`config.mk`:
```
export PLATFORM = sky130hd
export DESIGN_NAME = scc_ram
export DESIGN_NICKNAME = d
export VERILOG_FILES = /design/src/rtl/scc_ram.sv
export SDC_FILE = /design/constraint.sdc
export NUM_CORES = 1
export LEC_CHECK = 0
export BUFFER_PORTS_ARGS = -buffer_cell sky130_fd_sc_hd__buf_2
export CAP_MARGIN = 25
export CORE_MARGIN = 10
export CORE_UTILIZATION = 40
export DETAILED_ROUTE_END_ITERATION = 12
export HOLD_SLACK_MARGIN = 0.15
export PLACE_DENSITY_LB_ADDON = 0.05
export SLEW_MARGIN = 5
export SYNTH_ARGS = -nofsm -noshare
export SYNTH_HDL_FRONTEND = slang
export SYNTH_SLANG_ARGS = --single-unit
```
`constraint.sdc`:
```
create_clock -name clk -period 3.1 [get_ports clk]
set_input_delay 0.62 -clock clk [delete_from_list [all_inputs] [get_ports clk]]
set_output_delay 0.62 -clock clk [all_outputs]
set_load 0.05 [all_outputs]
```
`src/rtl/scc_ram.sv`:
```
module scc_ram #(
	parameter int unsigned WIDTH = 8,
	parameter int unsigned DEPTH = 16
) (
	input  logic                     clk,
	input  logic                     wr_en,
	input  logic [$clog2(DEPTH)-1:0] wr_addr,
	input  logic [WIDTH-1:0]         wr_data,
	input  logic [$clog2(DEPTH)-1:0] rd_addr,
	output logic [WIDTH-1:0]         rd_data
);

	logic [WIDTH-1:0] mem_q [DEPTH];

	// one write port, one registered read port
	always_ff @(posedge clk) begin
		if (wr_en) begin
			mem_q[wr_addr] <= wr_data;
		end
		rd_data <= mem_q[rd_addr];
	end

endmodule

```
==> metrics.txt, run 1 <==
async set-reset flop share out of synthesis=0%; clock sink count=136; f_max=559 MHz; DRC viols=0; initial antenna violation count=2; sequential share of the synthesized area=77.8%; Root Driver=clkbuf_16; cts hold-fix bufs=0; htree depth=4; RSZ-0062 raised after global routing=no; final setup violating endpoints=0; r2r endpoint=rd_data[6]; first drt pass iteration count=7; ys flop type=edfxtp_1; placed cell areas=5560 sq um; CP startpoint=rd_addr[1]; Startpoint Class=input port; Syn Nets=247; Worst VDD drop=0.350 mV; DIE AREA=17800 sq um; Slowest cell on crit path=buf_2; fin crit period=1.79 ns; Stages on worst setup path=5; initial core utilization=40.8%; Die Height=133 microns; final hold viol count=0; Commonest cells post-synth=edfxtp_1 (128), mux4_2 (18), a22oi_1 (16); kind of cell adding the most delay to the critical path=buffers and inverters; layout cells sized above 1=29.5%; max incr delay on CP=0.53 ns; Nets=300; largest net degree at the start of global routing=33; CP Max Fanout=24; worst r2r src=mem_q[14][6]; Post-DP HPWL=6530 microns; Row Count=41; number of synthesized flops with an enable pin=128; RePlAce Congestion=0.676; Final Skew=0.00752 ns; Power Density=679 nW/um^2; Min-Delay Path Class=input port to flop; Clock Latency Late Sink=0.41 ns; Req. time, crit path=3.39 ns; pre-CTS setup slack=0.841 ns; cells after synthesis=229; Syn Std Cell Area=5150 sq um; area delta synth->final=18.7%; Final period util=57.8%; top-area cell type share of the netlist area=74.7%; antenna-violating nets left=0; Total GRT Usage=12.5%; Crit. End Element=flop; CORE AREA=12600 sq um; Synth area leader=edfxtp_1; CP bufs+invs=2; Netlist cell types=19; Worst-path clk slew=0.06 ns; WP data arrival=2.08 ns; Max Cap Viol=0; Worst Setup EP=rd_data[0]; port buffer count=25; status=finished clean; TritonCTS Buffers=17; R2R setup slack=1.72 ns; Pleak=0.00207 uW; vias in the first global route=2625; I/O Pins=26; #FFs+latches synth=136; Max-slew headroom=43.9%; grt total ovfl=0; vias per inst=5.12; # Post-CTS Setup Buffers=0; Initial DRC Count=181; dominant cell by count in the synthesized netlist=edfxtp_1; pins over their slew limit=0; Finished Cell Area=6110 sq um; CTS Buffer Depth=2; post-route setup TNS=0 ns; Area contributors post-synth=edfxtp_1 (75%), mux4_2 (7.9%), mux4_1 (7.1%); Worst Max-Slew Pin Slew=0.838 ns; Setup WS post-layout=1.31 ns; Post-Route WL=10300 microns; Via Count=2394; yosys warns=0; Cell Chain, Critical Path=buf_2, buf_4, mux4_1, a22oi_1, nand2_1; Die W=133 microns; worst reg2reg path depth=3; PostCTS Resize Cnt=0; Setup CP Type=input port to flop; global-route wire length before repair=15900 microns; Avg Cell Area, Syn=22.5 sq um; CTS tree=yes; WL/cell=22.0 microns
==> metal layers <==
layer | up-vias | GRT usage [%] | wire length, microns
met3 | 14 | 5.34 | 558
met5 | - | 0 | 13
li1 | 1075 | - | -
met1 | 1251 | 16.1 | 4690
met4 | 2 | 4.90 | 131
met2 | 52 | 18.3 | 4910
==> how the worst min path moves through the flow <==
stage                start           end  slack, ns  cells past startpoint
3_3_place_gp   mem_q[3][1]    rd_data[1]       0.66                      3
5_1_grt         wr_data[1]   mem_q[7][1]       0.59                      1
3_5_place_dp   mem_q[0][1]    rd_data[1]       0.68                      3
2_1_floorplan  mem_q[7][0]    rd_data[0]       0.63                      3
4_1_cts         wr_data[4]   mem_q[7][4]       0.58                      1
6_report        wr_data[5]  mem_q[14][5]       0.59                      1
==> final cells by class <==
cell class	count	area (sq um)
Antenna cell	1	2.50
Tap cell	172	215
Clock buffer	29	510
Sequential cell	136	4000
Fill cell	1071	6510
Multi-Input combinational cell	83	1060
Timing Repair Buffer	44	280
Clock inverter	3	40.0
==> layout by cell type (no fill, tap or decap), drive strengths merged, types with 2 or more instances in the layout <==
master / netlist / routed
dfxtp: 8 / 8
nand2: 9 / 9
a22oi: 16 / 16
nand2b: 2 / 2
clkbuf: 0 / 29
nor3: 4 / 4
buf: 7 / 44
nand3b: 2 / 2
clkinv: 0 / 2
mux4: 32 / 32
edfxtp: 128 / 128
nor2: 13 / 13
==> cell families after synthesis <==
family / synth area share (%)
DFF: 77.8
and+or+nand+nor: 3.18
buffers and inverters: 1.68
AOI/OAI and AO/OA: 2.33
muxes: 15.0
==> state kept, by name (all words and copies together), names as in the netlist <==
register / cells
mem_q: 128
rd_data: 8
==> power by group <==
| group | leakage, uW | internal [uW] | switching, uW |
|---|---|---|---|
| clock | 0.000270 | 1190 | 661 |
| combinational | 0.000575 | 81.9 | 150 |
| sequential | 0.00122 | 2060 | 10.3 |
==> through the flow <==
step	utilization [%]	total power (uW)	hold WS [ns]	cells
floorplan	-	2250	0.629	229
global placement	44.0	2340	0.665	435
detailed placement	44.0	2340	0.675	435
CTS	48.4	4200	0.579	467
global route	48.4	4300	0.588	467
finish	48.4	4150	0.588	468
==> worst register-to-register path: cells and delay by family, from the launching register on <==
kind	cells	cell delay, ns
compound gates	1	0.23
flops	1	0.36
mux	1	0.50
simple gates	1	0.16
Note: power is estimated with default switching activity, not from simulation.
==> run 2: changes to the inputs <==
==> constraint.sdc (replaced) <==
create_clock -name clk -period 1.7 [get_ports clk]
set_input_delay 0.34 -clock clk [delete_from_list [all_inputs] [get_ports clk]]
set_output_delay 0.34 -clock clk [all_outputs]
set_load 0.05 [all_outputs]
==> metrics.txt, run 2 (synthesis results as in run 1) <==
vias in the first global route=2601 (-0.91%); Slowest cell on crit path=dfxtp_1; Final Skew=0.00847 ns (+0.000956 ns); clock sink count=136 (unchanged); placed cell areas=5610 sq um (+0.95%); Die W=133 microns (unchanged); M1 wire length=4440 microns (-5.2%); pins over their slew limit=0 (unchanged); Crit. End Element=output pin; sequential share of power=50.1% (+0.2 points); # diodes=0 (-1); Power Density=1220 nW/um^2 (+80%); layout cells sized above 1=30.9% (+1.4 points); Row Count=41 (unchanged); global-route wire length before repair=15700 microns (-1.4%); first drt pass iteration count=4 (-3); dpl cells=438 (+0.69%); Setup CP Type=flop to output pin; r2r endpoint=rd_data[0]; Pleak=0.00210 uW (+1.4%); Net Sw Frac=19.8% (+0.031 points); PostCTS Resize Cnt=0 (unchanged); CTS Buffer Depth=2 (unchanged); Net Sw Power=1490 uW (+82%); grt total ovfl=0 (unchanged); DR top layer=met5; Stages on worst setup path=1 (-4); # Post-CTS Setup Buffers=0 (unchanged); CP bufs+invs=1 (-1); Worst-path clk slew=0.05 ns (about the same); Max-slew headroom=47.2% (+3.3 points); largest registers=mem_q x128, rd_data x8; status=finished clean; I/O Pins=26 (unchanged); Worst Max-Slew Pin Slew=0.789 ns (-0.0494 ns); Min-Delay Path Class=input port to flop; R2R setup slack=0.32 ns (-1.40 ns); Clock Power Share=44.2% (-0.3 points); htree depth=4 (unchanged); Nets=303 (+1.0%); initial core utilization=40.8% (unchanged); Worst VDD drop=0.639 mV (+83%); Most flops, register=mem_q; CTS tree=yes; Layout fillers=1086 (+1.4%); Clock Latency Late Sink=0.42 ns (about the same); most frequent cells in the layout=edfxtp_1 (128), buf_2 (25), buf_4 (19), mux4_2 (18), clkbuf_16 (17); f_max=721 MHz; Final period util=81.6%; port buffer count=25 (unchanged); Req. time, crit path=1.36 ns (-2.03 ns); RSZ-0062 raised after global routing=no; largest net degree at the start of global routing=25 (-24%); area delta synth->final=19.7%; Finished Cell Area=6160 sq um (+0.86%); CP Max Fanout=1 (-96%); CP startpoint=rd_data[7]; Initial DRC Count=132 (-27%); DRC viols=0 (unchanged); DR WL met2=4840 microns (-1.4%); Comb power frac=5.7% (about the same); WP data arrival=1.05 ns (-1.03 ns); DR WL met3=666 microns (+19%); Max Cap Viol=0 (unchanged); max incr delay on CP=0.35 ns (-0.18 ns); final hold viol count=0 (unchanged); cts hold-fix bufs=0 (unchanged); Via Count=2449 (+2.3%); final setup violating endpoints=0 (unchanged); max reg flops=128 (unchanged); CORE AREA=12600 sq um (unchanged); Total GRT Usage=12.2% (-0.28 points); Int Power=6040 uW (+82%); worst r2r src=mem_q[5][0]; Post-DP HPWL=6820 microns (+4.4%); Startpoint Class=flop; antenna-violating nets left=0 (unchanged); Non-Filler Instances=470 (+0.43%); kind of cell adding the most delay to the critical path=flip-flops; Post-Route WL=10200 microns (-1.4%); post-route setup TNS=0 ns (unchanged); fin util=48.8% (+0.42 points); Worst Setup EP=rd_data[7]; Min Hold Slack=0.310 ns (-0.278 ns); vias per inst=5.21 (+1.9%); Die Height=133 microns (unchanged); fin crit period=1.39 ns; Cell Chain, Critical Path=buf_2; RePlAce Congestion=0.683 (+0.93%); WL/cell=21.6 microns (-1.9%); worst reg2reg path depth=3 (unchanged); most common cell after layout, fill and taps aside=edfxtp_1; DIE AREA=17800 sq um (unchanged); TritonCTS Buffers=17 (unchanged); Root Driver=clkbuf_16; initial antenna violation count=2 (unchanged)
[run 2: cell count changes in the layout (fill, tap and decap cells not counted), sizes merged]
cell and delta:
buf +3, bufinv -1, clkbuf +1, diode -1
[run 2: cell type report]
class | instances | area, sq um | area share [%]
clock buffer | 30 | 544 | 8.83
clock inverter | 2 | 8.76 | 0.142
multi-input combinational | 83 | 1060 | 17.2
sequential | 136 | 4000 | 65.0
tap | 172 | 215 | 3.49
timing repair buffer | 47 | 328 | 5.32
[run 2: how the worst min path moves through the flow]
| stage | start | end | slack (ns) | cells after the start |
|---|---|---|---|---|
| 6_report | wr_data[7] | mem_q[4][7] | 0.31 | 1 |
| 5_1_grt | wr_data[7] | mem_q[7][7] | 0.31 | 1 |
| 2_1_floorplan | wr_data[0] | mem_q[0][0] | 0.44 | 0 |
| 4_1_cts | wr_data[6] | mem_q[14][6] | 0.30 | 1 |
| 3_3_place_gp | mem_q[11][1] | rd_data[1] | 0.67 | 3 |
| 3_5_place_dp | mem_q[7][3] | rd_data[3] | 0.67 | 3 |
[run 2: stage by stage]
stage / power [uW] / setup slack, ns
after floorplan: 4100 / 0.0939
after global placement: 4280 / -0.0950
after detailed placement: 4280 / -0.0910
after CTS: 7620 / 0.298
after global routing: 7800 / 0.251
final: 7530 / 0.313
[run 2: routing by layer]
layer / up-vias / global-route usage (%)
met1: 1273 / 15.4
met3: 17 / 4.74
met5: - / 0
li1: 1088 / -
met4: 4 / 6.17
met2: 67 / 18.0
[run 2: worst reg2reg max path: cells and delay by family (launching register included)]
kind / cells / cell delay [ns]
muxes: 1 / 0.54
and+or+nand+nor: 1 / 0.12
AOI/OAI and AO/OA: 1 / 0.22
DFF: 1 / 0.37
[run 2: power by group through the flow]
stage | combinational (uW) | sequential, uW | clock [uW]
global route | 464 | 3780 | 3560
detailed placement | 440 | 3840 | 0
global placement | 439 | 3840 | 0
floorplan | 191 | 3910 | 0
finish | 428 | 3770 | 3330
CTS | 440 | 3770 | 3410
==> run 3: changes to the inputs <==
==> constraint.sdc (replaced) <==
create_clock -name clk -period 1.32 [get_ports clk]
set_input_delay 0.264 -clock clk [delete_from_list [all_inputs] [get_ports clk]]
set_output_delay 0.264 -clock clk [all_outputs]
set_load 0.05 [all_outputs]
==> metrics.txt, run 3 (synthesis results as in run 1) <==
status=finished clean; Max-slew headroom=43.2% (-4.0 points); fin util=50.5% (+1.7 points); area delta synth->final=23.8%; Power Density=1550 nW/um^2 (+27%); Layout fillers=1063 (-2.1%); CTS tree=yes; r2r endpoint=rd_data[2]; antenna-violating nets left=0 (unchanged); Worst VDD drop=0.776 mV (+21%); most frequent cells in the layout=edfxtp_1 (128), buf_4 (36), mux4_2 (30), buf_2 (24), clkbuf_16 (17); Slowest cell on crit path=mux4_2; FF+latch area=4000 sq um (unchanged); Min-Delay Path Class=input port to flop; # Post-CTS Setup Buffers=0 (unchanged); max incr delay on CP=0.50 ns (+0.15 ns); placed cell areas=5780 sq um (+3.0%); cts hold-fix bufs=0 (unchanged); layout cells sized above 1=44.2% (+13 points); R2R setup slack=0.04 ns (-0.28 ns); Die W=133 microns (unchanged); Finished Cell Area=6370 sq um (+3.5%); first drt pass iteration count=4 (unchanged); Post-DP HPWL=6940 microns (+1.8%); TritonCTS Buffers=17 (unchanged); worst r2r src=mem_q[6][2]; Root Driver=clkbuf_16; DRC viols=0 (unchanged); global-route wire length before repair=16000 microns (+1.8%); worst reg2reg path depth=3 (unchanged); most common cell after layout, fill and taps aside=edfxtp_1; # diodes=0 (unchanged); Crit. End Element=flop; Max Cap Viol=0 (unchanged); hold depth=1 (unchanged); WL/cell=20.8 microns (-3.8%); clock sink count=136 (unchanged); multi-input logic area=1090 sq um (+2.5%); final setup violating endpoints=0 (unchanged); final hold viol count=0 (unchanged); initial antenna violation count=0 (-2); RSZ-0062 raised after global routing=yes; vias per inst=5.00 (-4.0%); Nets=322 (+6.3%); CORE AREA=12600 sq um (unchanged); Pleak=0.00217 uW (+3.4%); Total GRT Usage=12.4% (+0.14 points); f_max=783 MHz; Final period util=96.7%; max reg flops=128 (unchanged); Req. time, crit path=1.62 ns (+0.26 ns); HP Start=wr_data[0]; Row Count=41 (unchanged); Min Hold Slack=0.236 ns (-0.0737 ns); port buffer count=25 (unchanged); Most flops, register=mem_q; DIE AREA=17800 sq um (unchanged); Cell Chain, Critical Path=mux4_2, a22oi_2, nand2_1; grt total ovfl=0 (unchanged); RePlAce Congestion=0.684 (+0.25%); largest registers=mem_q x128, rd_data x8; Final Skew=0.00695 ns (-0.00152 ns); Worst Max-Slew Pin Slew=0.848 ns (+0.0595 ns); Clock Latency Late Sink=0.42 ns (about the same); post-route setup TNS=0 ns (unchanged); Worst-path clk slew=0.05 ns (about the same); initial core utilization=40.8% (unchanged); Startpoint Class=flop; WP data arrival=1.57 ns (+0.52 ns); largest net degree at the start of global routing=20 (-20%); Setup CP Type=flop to flop; Worst Hold Path EP=mem_q[6][0]; CTS Buffer Depth=2 (unchanged); I/O Pins=26 (unchanged); vias in the first global route=2666 (+2.5%); Post-Route WL=10200 microns (+0.13%); htree depth=4 (unchanged); Via Count=2445 (-0.16%); kind of cell adding the most delay to the critical path=multiplexers; Initial DRC Count=196 (+48%); Die Height=133 microns (unchanged); CP Max Fanout=1 (unchanged); pins over their slew limit=0 (unchanged); CP bufs+invs=0 (-1); fin crit period=1.28 ns
[run 3: changes by cell type in the layout (fill, tap and decap cells not counted), moves of 6 or more]
cell / change
clkbuf_8: -6
a22oi_1: -8
mux4_2: +12
a22oi_2: +8
clkinv_2: +6
buf_4: +17
mux4_1: -12
[run 3: area by class of cell]
class                      instances  share of cell area, %
sequential                       136                   62.8
multi-input combinational         83                   17.1
timing repair buffer              66                   8.01
clock buffer                      21                   7.07
tap                              172                   3.38
clock inverter                    11                   1.67
[run 3: worst max path at each step]
stage / startpoint / to / slack [ns] / cells after the start
after floorplan: wr_addr[2] / mem_q[0][0] / -0.05 / 2
after detailed placement: rd_addr[0] / rd_data[1] / -0.43 / 6
after CTS: mem_q[2][7] / rd_data[7] / 0.0006 / 3
final: mem_q[6][2] / rd_data[2] / 0.04 / 3
after global routing: mem_q[1][0] / rd_data[0] / -0.005 / 3
after global placement: rd_addr[0] / rd_data[1] / -0.43 / 6
[run 3: power breakdown]
part / total [uW] / switching (uW) / leakage [uW] / internal (uW)
Combinational: 630 / 377 / 0.000668 / 253
Clock: 4400 / 1610 / 0.000278 / 2790
Sequential: 4860 / 25.2 / 0.00122 / 4830
Total: 9890 / 2010 / 0.00217 / 7870
[run 3: per-layer routing]
layer	up-vias	track usage [%]	part of all wire (%)
li1	1115	-	-
met1	1264	16.0	47
met2	48	18.2	47
met3	18	4.17	3.8
met4	0	6.11	1.9
met5	-	0	0
[run 3: what timing repair did]
item,in CTS,in global routing
pin swaps,0,1
setup endpoints to repair,4,7
gates cloned,0,0
gates resized for setup,4,6
[run 3: through the flow]
stage | total power, uW | setup WS [ns] | instances
after CTS | 10000 | 0.000557 | 489
final | 9890 | 0.0432 | 489
after global routing | 10300 | -0.00524 | 489
after global placement | 5560 | -0.427 | 457
after floorplan | 5310 | -0.0470 | 229
after detailed placement | 5570 | -0.430 | 457
